$ cat config.mk
export PLATFORM = sky130hd
export DESIGN_NAME = bitmap_block_allocator_inode_table_flat
export DESIGN_NICKNAME = d
export VERILOG_FILES = /design/src/sv/bbait_pkg.sv /design/src/sv/bbait_if.sv /design/src/sv/bitmap_block_allocator_inode_table.sv /design/src/flat_wrapper.sv
export SDC_FILE = /design/constraint.sdc
export NUM_CORES = 2
export LEC_CHECK = 0
export BUFFER_PORTS_ARGS = -buffer_cell sky130_fd_sc_hd__clkbuf_2
export CELL_PAD_IN_SITES_DETAIL_PLACEMENT = 1
export CELL_PAD_IN_SITES_GLOBAL_PLACEMENT = 1
export CORE_ASPECT_RATIO = 0.75
export CORE_MARGIN = 5
export CORE_UTILIZATION = 57
export CTS_BUF_LIST = sky130_fd_sc_hd__clkbuf_8
export CTS_CLUSTER_SIZE = 25
export DETAILED_ROUTE_END_ITERATION = 10
export PLACE_DENSITY = 0.82
export SLEW_MARGIN = 10
export SYNTH_ARGS = -nofsm -noshare
export SYNTH_HDL_FRONTEND = slang
export SYNTH_SLANG_ARGS = --single-unit
export TNS_END_PERCENT = 50
$ cat constraint.sdc
create_clock -name clk -period 14.1 [get_ports clk]
set_input_delay 1.41 -clock clk [delete_from_list [all_inputs] [get_ports clk]]
set_output_delay 1.41 -clock clk [all_outputs]
set_load 0.01 [all_outputs]
$ cat src/sv/bbait_pkg.sv
package bbait_pkg;

	typedef enum logic [1:0] {
		OP_CREATE = 2'd0,
		OP_DELETE = 2'd1,
		OP_LOOKUP = 2'd2,
		OP_LIST   = 2'd3
	} op_t;

	typedef enum logic [2:0] {
		ST_OK        = 3'd0,
		ST_NO_SPACE  = 3'd1,
		ST_NO_INODE  = 3'd2,
		ST_TOO_LARGE = 3'd3,
		ST_NOT_FOUND = 3'd4,
		ST_BAD_INDEX = 3'd5,
		ST_EMPTY     = 3'd6
	} status_t;

	typedef struct packed {
		logic [1:0]  op;
		logic [63:0] name_hi;
		logic [63:0] name_lo;
		logic [3:0]  size_in_blocks;
		logic [3:0]  block_index;
	} req_t;

	typedef struct packed {
		logic [2:0]  status;
		logic [3:0]  inode_index;
		logic [6:0]  block_address;
		logic [63:0] listed_name_hi;
		logic [63:0] listed_name_lo;
		logic [3:0]  listed_size;
		logic        last;
	} rsp_t;

endpackage

$ cat src/sv/bbait_if.sv
interface bbait_req_if;
	logic valid;
	logic ready;
	bbait_pkg::req_t data;
	modport source (output valid, output data, input ready);
	modport sink (input valid, input data, output ready);
endinterface

interface bbait_rsp_if;
	logic valid;
	logic ready;
	bbait_pkg::rsp_t data;
	modport source (output valid, output data, input ready);
	modport sink (input valid, input data, output ready);
endinterface

$ cat src/sv/bitmap_block_allocator_inode_table.sv
// Create scans the bitmap one block a cycle; a too-large create is rejected without a scan.
//   Delete and lookup scan the inodes in order; delete then frees each block of the inode.
// List: the scan waits on output stalls.
// Throughput: one transaction at a time; the next is taken only after the last result is accepted.
// Reset: asynchronous, active low; the bitmap is cleared by a pass over all NUM_BLOCKS blocks
//   after reset, during which no transaction is accepted. Inode valid bits clear at once.
module bitmap_block_allocator_inode_table #(
	parameter int NUM_BLOCKS     = 128,
	parameter int NUM_INODES     = 16,
	parameter int PTRS_PER_INODE = 8
) (
	input logic clk,
	input logic arst_n,
	bbait_req_if.sink   req,
	bbait_rsp_if.source rsp
);
	localparam int BW = $clog2(NUM_BLOCKS);
	localparam int IW = (NUM_INODES > 1) ? $clog2(NUM_INODES) : 1;
	localparam int PW = (PTRS_PER_INODE > 1) ? $clog2(PTRS_PER_INODE) : 1;
	localparam int CW = $clog2(NUM_BLOCKS + 1);

	typedef enum logic [10:0] {
		S_CLEAR   = 11'b00000000001,
		S_IDLE    = 11'b00000000010,
		S_ISCAN   = 11'b00000000100,
		S_IRD     = 11'b00000001000,
		S_ALLOC   = 11'b00000010000,
		S_FREE    = 11'b00000100000,
		S_LKRD    = 11'b00001000000,
		S_LKDAT   = 11'b00010000000,
		S_LIST    = 11'b00100000000,
		S_LISTRD  = 11'b01000000000,
		S_OUT     = 11'b10000000000
	} state_t;

	state_t state_q;
	bbait_pkg::req_t req_q;
	logic [NUM_INODES-1:0] valid_q;
	logic [CW-1:0] free_cnt_q;
	logic [BW-1:0] bptr_q;
	logic [IW-1:0] ino_q, iptr_q;
	logic [4:0] k_q;
	logic found_q, any_q, pending_q;
	bbait_pkg::rsp_t rsp_q;
	logic rsp_valid_q;

	// memories
	logic bitmap_mem [NUM_BLOCKS];
	logic bitmap_rd;
	logic [63:0] nh_mem [NUM_INODES];
	logic [63:0] nl_mem [NUM_INODES];
	logic [3:0]  cnt_mem [NUM_INODES];
	logic [63:0] nh_rd, nl_rd;
	logic [3:0]  cnt_rd;
	logic [BW-1:0] ptr_mem [2**(IW+PW)];
	logic [BW-1:0] ptr_rd;

	logic bm_we, bm_wd;
	logic [BW-1:0] bm_wa, bm_ra;
	logic in_we;
	logic [IW-1:0] in_a;
	logic pt_we;
	logic [IW+PW-1:0] pt_a;

	// bitmap scan is one step behind the address: bptr_q addresses, read comes next cycle
	logic [BW-1:0] rd_blk_q;
	logic rd_ok_q;

	bbait_pkg::rsp_t list_rsp;

	wire idle_ok = (state_q == S_IDLE) && !pending_q;
	assign req.ready = idle_ok;
	assign rsp.valid = rsp_valid_q;
	assign rsp.data  = rsp_q;

	wire name_eq = (nh_rd == req_q.name_hi) && (nl_rd == req_q.name_lo);
	wire [PW-1:0] kp = k_q[PW-1:0];

	always_comb begin
		bm_ra = bptr_q;
		pt_a = {ino_q, kp};
		if (state_q == S_LKRD)
			pt_a = {ino_q, req_q.block_index[PW-1:0]};
		in_a = iptr_q;
	end

	always_ff @(posedge clk) begin
		bitmap_rd <= bitmap_mem[bm_ra];
		if (bm_we) bitmap_mem[bm_wa] <= bm_wd;
	end

	always_ff @(posedge clk) begin
		nh_rd <= nh_mem[in_a];
		nl_rd <= nl_mem[in_a];
		cnt_rd <= cnt_mem[in_a];
		if (in_we) begin
			nh_mem[ino_q] <= req_q.name_hi;
			nl_mem[ino_q] <= req_q.name_lo;
			cnt_mem[ino_q] <= req_q.size_in_blocks;
		end
	end

	always_ff @(posedge clk) begin
		ptr_rd <= ptr_mem[pt_a];
		if (pt_we) ptr_mem[pt_a] <= rd_blk_q;
	end

	logic [IW-1:0] first_free;
	logic has_free;
	always_comb begin
		first_free = '0;
		has_free = 1'b0;
		for (int i = NUM_INODES - 1; i >= 0; i--)
			if (!valid_q[i]) begin
				first_free = IW'(i);
				has_free = 1'b1;
			end
	end

	// list entry for the inode at iptr_q; last when no valid inode follows
	always_comb begin
		list_rsp = '0;
		list_rsp.status = bbait_pkg::ST_OK;
		list_rsp.inode_index = 4'(iptr_q);
		list_rsp.listed_name_hi = nh_rd;
		list_rsp.listed_name_lo = nl_rd;
		list_rsp.listed_size = cnt_rd;
		list_rsp.last = 1'b1;
		for (int i = 0; i < NUM_INODES; i++)
			if (i > int'(iptr_q) && valid_q[i]) list_rsp.last = 1'b0;
	end

	function automatic bbait_pkg::rsp_t emit(input bbait_pkg::status_t st,
			input logic [IW-1:0] ino, input logic [BW-1:0] addr, input logic lst);
		bbait_pkg::rsp_t r;
		r = '0;
		r.status = st;
		r.inode_index = 4'(ino);
		r.block_address = 7'(addr);
		r.last = lst;
		return r;
	endfunction

	always_comb begin
		bm_we = 1'b0; bm_wd = 1'b0; bm_wa = bptr_q;
		in_we = 1'b0; pt_we = 1'b0;
		if (state_q == S_CLEAR) begin
			bm_we = 1'b1;
		end else if (state_q == S_ALLOC && rd_ok_q && !bitmap_rd &&
				k_q < 5'(req_q.size_in_blocks)) begin
			bm_we = 1'b1; bm_wd = 1'b1; bm_wa = rd_blk_q; pt_we = 1'b1;
		end else if (state_q == S_FREE && rd_ok_q) begin
			bm_we = 1'b1; bm_wa = ptr_rd;
		end
		if (state_q == S_IRD && req_q.op == bbait_pkg::OP_CREATE) in_we = 1'b1;
	end

	always_ff @(posedge clk or negedge arst_n) begin
		if (!arst_n) begin
			state_q <= S_CLEAR;
			valid_q <= '0;
			free_cnt_q <= CW'(NUM_BLOCKS);
			bptr_q <= '0;
			rsp_valid_q <= 1'b0;
			pending_q <= 1'b0;
			rd_ok_q <= 1'b0;
			k_q <= '0;
			found_q <= 1'b0;
			any_q <= 1'b0;
			iptr_q <= '0;
			ino_q <= '0;
		end else begin
			if (rsp.valid && rsp.ready) rsp_valid_q <= 1'b0;
			unique case (state_q)
				S_CLEAR: begin
					bptr_q <= bptr_q + 1'b1;
					if (bptr_q == BW'(NUM_BLOCKS - 1)) state_q <= S_IDLE;
				end
				S_IDLE: begin
					if (pending_q && !rsp_valid_q) pending_q <= 1'b0;
					if (req.valid && idle_ok) begin
						req_q <= req.data;
						iptr_q <= '0;
						k_q <= '0;
						found_q <= 1'b0;
						any_q <= 1'b0;
						rd_ok_q <= 1'b0;
						bptr_q <= '0;
						pending_q <= 1'b1;
						unique case (bbait_pkg::op_t'(req.data.op))
							bbait_pkg::OP_CREATE: begin
								if ({1'b0, req.data.size_in_blocks} > 5'(PTRS_PER_INODE))
									state_q <= S_OUT;
								else state_q <= S_ISCAN;
								rsp_q <= emit(bbait_pkg::ST_TOO_LARGE, '0, '0, 1'b1);
							end
							bbait_pkg::OP_LIST: state_q <= S_LIST;
							default: state_q <= S_ISCAN;
						endcase
					end
				end
				S_ISCAN: begin
					if (req_q.op == bbait_pkg::OP_CREATE) begin
						if (free_cnt_q < CW'(req_q.size_in_blocks)) begin
							rsp_q <= emit(bbait_pkg::ST_NO_SPACE, '0, '0, 1'b1);
							state_q <= S_OUT;
						end else if (!has_free) begin
							rsp_q <= emit(bbait_pkg::ST_NO_INODE, '0, '0, 1'b1);
							state_q <= S_OUT;
						end else begin
							ino_q <= first_free;
							state_q <= S_IRD;
						end
					end else begin
						state_q <= S_IRD;
					end
				end
				S_IRD: begin
					// for delete/lookup: iptr_q addressed last cycle, data valid now
					if (req_q.op == bbait_pkg::OP_CREATE) begin
						valid_q[ino_q] <= 1'b1;
						free_cnt_q <= free_cnt_q - CW'(req_q.size_in_blocks);
						rsp_q <= emit(bbait_pkg::ST_OK, ino_q, '0, 1'b1);
						if (req_q.size_in_blocks == 4'd0) state_q <= S_OUT;
						else begin
							bptr_q <= bptr_q + 1'b1;
							rd_blk_q <= bptr_q;
							rd_ok_q <= 1'b1;
							state_q <= S_ALLOC;
						end
					end else if (!found_q) begin
						if (valid_q[iptr_q] && name_eq) begin
							found_q <= 1'b1;
							ino_q <= iptr_q;
						end else if (iptr_q == IW'(NUM_INODES - 1)) begin
							rsp_q <= emit(bbait_pkg::ST_NOT_FOUND, '0, '0, 1'b1);
							state_q <= S_OUT;
						end else begin
							iptr_q <= iptr_q + 1'b1;
							state_q <= S_ISCAN;
						end
					end else begin
						// cnt_rd is for ino_q
						if (req_q.op == bbait_pkg::OP_DELETE) begin
							valid_q[ino_q] <= 1'b0;
							rsp_q <= emit(bbait_pkg::ST_OK, ino_q, '0, 1'b1);
							if (cnt_rd == 4'd0) state_q <= S_OUT;
							else begin
								req_q.size_in_blocks <= cnt_rd;
								state_q <= S_FREE;
							end
						end else if ({1'b0, req_q.block_index} >= {1'b0, cnt_rd} ||
								{1'b0, req_q.block_index} >= 5'(PTRS_PER_INODE)) begin
							rsp_q <= emit(bbait_pkg::ST_BAD_INDEX, ino_q, '0, 1'b1);
							state_q <= S_OUT;
						end else state_q <= S_LKRD;
					end
				end
				S_ALLOC: begin
					if (rd_ok_q && !bitmap_rd) k_q <= k_q + 1'b1;
					if (rd_ok_q && !bitmap_rd &&
							k_q + 1'b1 == 5'(req_q.size_in_blocks)) begin
						rd_ok_q <= 1'b0;
						state_q <= S_OUT;
					end else begin
						rd_blk_q <= bptr_q;
						bptr_q <= bptr_q + 1'b1;
						rd_ok_q <= 1'b1;
					end
				end
				S_FREE: begin
					// pointer read at k_q issued; data next cycle
					if (rd_ok_q) free_cnt_q <= free_cnt_q + 1'b1;
					if (rd_ok_q && k_q == 5'(req_q.size_in_blocks)) begin
						rd_ok_q <= 1'b0;
						state_q <= S_OUT;
					end else if (k_q == 5'(req_q.size_in_blocks)) begin
						rd_ok_q <= 1'b0;
					end else begin
						rd_ok_q <= 1'b1;
						k_q <= k_q + 1'b1;
					end
				end
				S_LKRD: state_q <= S_LKDAT;
				S_LKDAT: begin
					rsp_q <= emit(bbait_pkg::ST_OK, ino_q, ptr_rd, 1'b1);
					state_q <= S_OUT;
				end
				S_LIST: begin
					if (!rsp_valid_q || (rsp.valid && rsp.ready)) begin
						if (!valid_q[iptr_q] && iptr_q != IW'(NUM_INODES - 1))
							iptr_q <= iptr_q + 1'b1;
						else state_q <= S_LISTRD;
					end
				end
				S_LISTRD: begin
					if (valid_q[iptr_q]) begin
						rsp_q <= list_rsp;
						rsp_valid_q <= 1'b1;
						any_q <= 1'b1;
					end else if (!any_q) begin
						rsp_q <= emit(bbait_pkg::ST_EMPTY, '0, '0, 1'b1);
						rsp_valid_q <= 1'b1;
					end
					if (iptr_q == IW'(NUM_INODES - 1)) state_q <= S_IDLE;
					else begin
						iptr_q <= iptr_q + 1'b1;
						state_q <= S_LIST;
					end
				end
				S_OUT: begin
					rsp_valid_q <= 1'b1;
					state_q <= S_IDLE;
				end
				default: state_q <= S_IDLE;
			endcase
		end
	end
endmodule

$ cat src/flat_wrapper.sv
// flat-port wrapper written by rule: the top's interface ports become plain ports
module bitmap_block_allocator_inode_table_flat 
#(
	parameter int NUM_BLOCKS     = 128,
	parameter int NUM_INODES     = 16,
	parameter int PTRS_PER_INODE = 8
)
  (clk, arst_n, req_valid, req_data, req_ready, rsp_valid, rsp_data, rsp_ready);
  bbait_req_if req_i ();
  bbait_rsp_if rsp_i ();
  input logic clk;
  input logic arst_n;
  input wire logic [$bits(req_i.valid)-1:0] req_valid;
  input wire logic [$bits(req_i.data)-1:0] req_data;
  output wire logic [$bits(req_i.ready)-1:0] req_ready;
  output wire logic [$bits(rsp_i.valid)-1:0] rsp_valid;
  output wire logic [$bits(rsp_i.data)-1:0] rsp_data;
  input wire logic [$bits(rsp_i.ready)-1:0] rsp_ready;
  assign req_i.valid = req_valid;
  assign req_i.data = req_data;
  assign req_ready = req_i.ready;
  assign rsp_valid = rsp_i.valid;
  assign rsp_data = rsp_i.data;
  assign rsp_i.ready = rsp_ready;
  bitmap_block_allocator_inode_table #(.NUM_BLOCKS(NUM_BLOCKS), .NUM_INODES(NUM_INODES), .PTRS_PER_INODE(PTRS_PER_INODE)) u_core (.clk(clk), .arst_n(arst_n), .req(req_i), .rsp(rsp_i));
endmodule
==> impl_metrics.env <==
export IMPL_synth_distinct_cells=79
export IMPL_clock_sinks=3628
export IMPL_clkPwrFrac_pct=37.6
export IMPL_place_congestion=0.868
export IMPL_grt_max_degree=151
export IMPL_path_max_fanout=57
export IMPL_synth_ff_type="edfxtp_1"
export IMPL_multi_input_area_um2=28700
export IMPL_synth_edf_count=3428
export IMPL_grt_use_total_pct=34.6
export IMPL_rsz0062_at_grt="false"
export IMPL_leakage_nw=47.6
export IMPL_ioPinCount=291
export IMPL_htree_levels=6
export IMPL_worstSetupEndpointType="register"
export IMPL_clk_pin_slew_ns=0.08
export IMPL_dp_slack_ns=8.09
export IMPL_power_total_mw=23.4
export IMPL_cp_start_kind="register"
export IMPL_drc=0
export IMPL_crit_type="register to register"
export IMPL_required_ns=15.02
export IMPL_cts_root_buf="clkbuf_8"
export IMPL_p_int_mw=17.0
export IMPL_cts_setup_buffers=0
export IMPL_status="complete, no violations"
export IMPL_cts_hold_buf=0
export IMPL_dieArea_um2=251000
export IMPL_setup_slack_ns=7.77
export IMPL_firstDrtPassIters=9
export IMPL_period_needed_ns=6.33
export IMPL_rows=156
export IMPL_met3_usage_pct=9.05
export IMPL_fin_nets=8248
export IMPL_initial_utilization_pct=57.2
export IMPL_top_usage_layer="met2"
export IMPL_ys_warnings_count=0
export IMPL_power_frac_seq_pct=54.4
export IMPL_power_switching_mw=6.46
export IMPL_switching_share_pct=27.5
export IMPL_wirelength_um=472000
export IMPL_dieHeight_um=435
export IMPL_setup_violations=0
export IMPL_drtAntennaViolNets=0
export IMPL_avgSynthCellArea_um2=18.3
export IMPL_worst_pin_slew_ns=1.34
export IMPL_dp_hpwl_um=231000
export IMPL_wire_per_inst_um=40.1
export IMPL_grt_ovfl_total=0
export IMPL_die_w_um=577
export IMPL_met1_usage_pct=46.4
export IMPL_use_met2_pct=53.1
export IMPL_drv_slew=0
export IMPL_hold_violations=0
export IMPL_cts_tree="done"
export IMPL_slew_headroom_pct=10.2
export IMPL_synth_seq_area_share_pct=78.0
export IMPL_post_route_period_util_pct=44.9
export IMPL_fmax_ghz=0.158
export IMPL_skew_ns=0.0857
export IMPL_drt_initial_drc_count=15500
export IMPL_syn_cell_area_um2=137000
export IMPL_worstPathArrival_ns=7.25
export IMPL_ys_ff_latch=3628
export IMPL_syn_nets=7681
export IMPL_cts_buffers=552
export IMPL_grt_pass1_vias=85800
export IMPL_vias_per_cell=7.20
export IMPL_synthArstFlopShare_pct=1.65
export IMPL_syn_inst=7520
export IMPL_clockBufferDepth=4
export IMPL_numPortBuffers=290
export IMPL_grt_pass1_wl_um=631000
export IMPL_vias=84900
export IMPL_coreArea_um2=240000
export IMPL_antenna_found_initial=34
export IMPL_powerDensity_nw_per_um2=153
export IMPL_drive_gt1_share_pct=19.3
export IMPL_regArea_um2=107000
export IMPL_area_growth_pct=11.4
export IMPL_ir_drop_mv=0.103
export IMPL_final_setup_tns_ns=0
export IMPL_cts_repair_resized=0
export IMPL_max_cap_viol_count=0
export IMPL_clk_latency_ns=1.11
export IMPL_p_comb_share_pct=8.0
export IMPL_min_path_type="input pin to asynchronous set/reset pin"
export IMPL_final_fill_count=20500
layout by cell type, fill, tap and decap left out, types with 20 or more instances in the layout:
cell / synthesis / routed
clkbuf_8: 0 / 622
dfxtp_1: 140 / 140
a222oi_1: 59 / 59
diode_2: 0 / 22
o221ai_1: 132 / 132
a31oi_1: 21 / 21
a221oi_1: 117 / 117
mux2_2: 147 / 146
nand2_1: 296 / 294
nand3_1: 92 / 92
inv_1: 23 / 228
a211oi_1: 33 / 33
clkbuf_2: 1 / 290
o22ai_1: 137 / 134
xnor2_1: 130 / 130
a22oi_1: 79 / 79
mux4_2: 308 / 308
nand4_1: 47 / 47
nor4_1: 21 / 20
mux2i_1: 440 / 438
nor2b_1: 26 / 26
buf_4: 4 / 115
o211ai_1: 33 / 33
a22o_1: 55 / 55
nand2b_1: 20 / 20
a21oi_1: 395 / 394
clkinv_2: 1 / 39
edfxtp_1: 3428 / 3428
and2_1: 148 / 146
clkinv_1: 0 / 75
dfrtp_1: 58 / 53
nor2_1: 328 / 322
o21ai_0: 214 / 212
kinds of logic (layout without fill, tap and decap cells):
logic type | Yosys count | after routing | synth area share [%]
compound gates | 1343 | 1343 | 6.53
xor+xnor | 141 | 141 | 0.898
fa+ha+maj | 19 | 19 | 0.178
buf+inv | 431 | 1432 | 1.25
flops | 3628 | 3628 | 78.0
mux | 896 | 896 | 9.47
other cells | 0 | 22 | 0
simple gates | 1062 | 1062 | 3.65
cell type report:
class                           count  area share, %
Antenna cell                       22         0.0359
Sequential cell                  3628           70.0
Inverter                           24         0.0596
Clock buffer                      622           5.59
Tap cell                         3239           2.65
Multi-Input combinational cell   3461           18.8
Clock inverter                    366           1.18
Timing Repair Buffer              420           1.70
per-layer routing:
metal,part of all wire (%),up-vias
met5,0.032,-
met4,6.6,18
met3,14,1855
met2,46,8532
met1,34,42800
li1,-,31600
critical path, stage by stage (launching register included):
cell     delay (ns)
dfrtp_4        0.98
buf_4          0.85
buf_4          0.94
buf_4          0.90
buf_4          0.91
mux2_2         0.43
a21oi_1        0.20
o21ai_0        0.26
o22ai_1        0.34
a21oi_1        0.09
power groups by stage:
stage	clock network, mW	logic [mW]	registers, mW
final	8.82	1.88	12.7
after global routing	9.36	1.92	12.7
after CTS	8.54	1.79	12.7
after detailed placement	0	1.74	12.9
after global placement	0	1.67	12.8
after floorplan	0	0.986	12.7
stage by stage:
step / area, um2 / instances / hold slack (ns) / utilization [%]
2_1_floorplan: 137000 / 7520 / 0.423 / -
3_3_place_gp: 143000 / 10800 / 0.505 / 59.4
3_5_place_dp: 143000 / 10800 / 0.524 / 59.4
4_1_cts: 153000 / 11800 / 0.380 / 63.7
5_1_grt: 153000 / 11800 / 0.392 / 63.7
6_report: 153000 / 11800 / 0.389 / 63.7
registers in the layout (all words and copies together), names as in the netlist, 5 cells and up, named ones only:
signal             count
u_core.bitmap_mem    128
u_core.bm_ra           7
u_core.cnt_mem        64
u_core.free_cnt_q      8
u_core.k_q             5
u_core.nh_mem       1024
u_core.nh_rd          64
u_core.nl_mem       1024
u_core.nl_rd          64
u_core.ptr_mem       896
u_core.ptr_rd          7
u_core.rd_blk_q        7
u_core.req_q         138
u_core.rsp.data      147
u_core.state_q        11
worst paths after layout:
check                                     start                   end  slack (ns)  cells past startpoint
max                              u_core.in_a[0]      u_core.nl_rd[47]        7.77                      9
min                                      arst_n     u_core.state_q[5]        0.39                      1
max reg2reg                      u_core.in_a[0]      u_core.nl_rd[47]        7.77                      9
min reg2reg                u_core.free_cnt_q[7]  u_core.free_cnt_q[7]        0.53                      1
max in group asynchronous                arst_n  u_core.free_cnt_q[6]       12.48                      2
min in group clk                    req_data[9]       u_core.req_q[9]        0.49                      1
Yosys cell counts (4+ instances only):
cell type | n | share of area [%]
ha_1 | 18 | 0.16
or2_2 | 6 | 0.027
buf_1 | 80 | 0.22
nand2b_1 | 20 | 0.091
nand4_1 | 47 | 0.21
nor2_1 | 328 | 0.90
mux4_2 | 308 | 5.0
a222oi_1 | 59 | 0.43
inv_1 | 23 | 0.063
o22a_1 | 4 | 0.025
buf_2 | 58 | 0.21
nand2_1 | 296 | 0.81
xnor2_1 | 130 | 0.83
a221oi_1 | 117 | 0.75
nand3_1 | 92 | 0.33
a22oi_1 | 79 | 0.43
mux2_2 | 147 | 1.2
o211ai_1 | 33 | 0.18
edfxtp_1 | 3428 | 75
dfxtp_1 | 140 | 2.0
and3_1 | 6 | 0.027
o221ai_1 | 132 | 0.84
o22ai_1 | 137 | 0.62
nor4_1 | 21 | 0.096
a221o_1 | 19 | 0.14
dfrtp_1 | 58 | 1.1
o21ai_0 | 214 | 0.78
or4_1 | 10 | 0.055
xor2_1 | 11 | 0.070
buf_4 | 4 | 0.022
nor2b_1 | 26 | 0.12
mux2i_1 | 440 | 3.2
nor3_1 | 31 | 0.11
clkbuf_1 | 262 | 0.72
and2_1 | 148 | 0.67
a21o_1 | 9 | 0.049
a211oi_1 | 33 | 0.18
or3_1 | 9 | 0.041
nand4b_1 | 4 | 0.025
and4b_1 | 4 | 0.029
o31ai_1 | 6 | 0.033
a21oi_1 | 395 | 1.4
a22o_1 | 55 | 0.35
a31oi_1 | 21 | 0.096
Note: power is estimated with default switching activity, not from simulation.
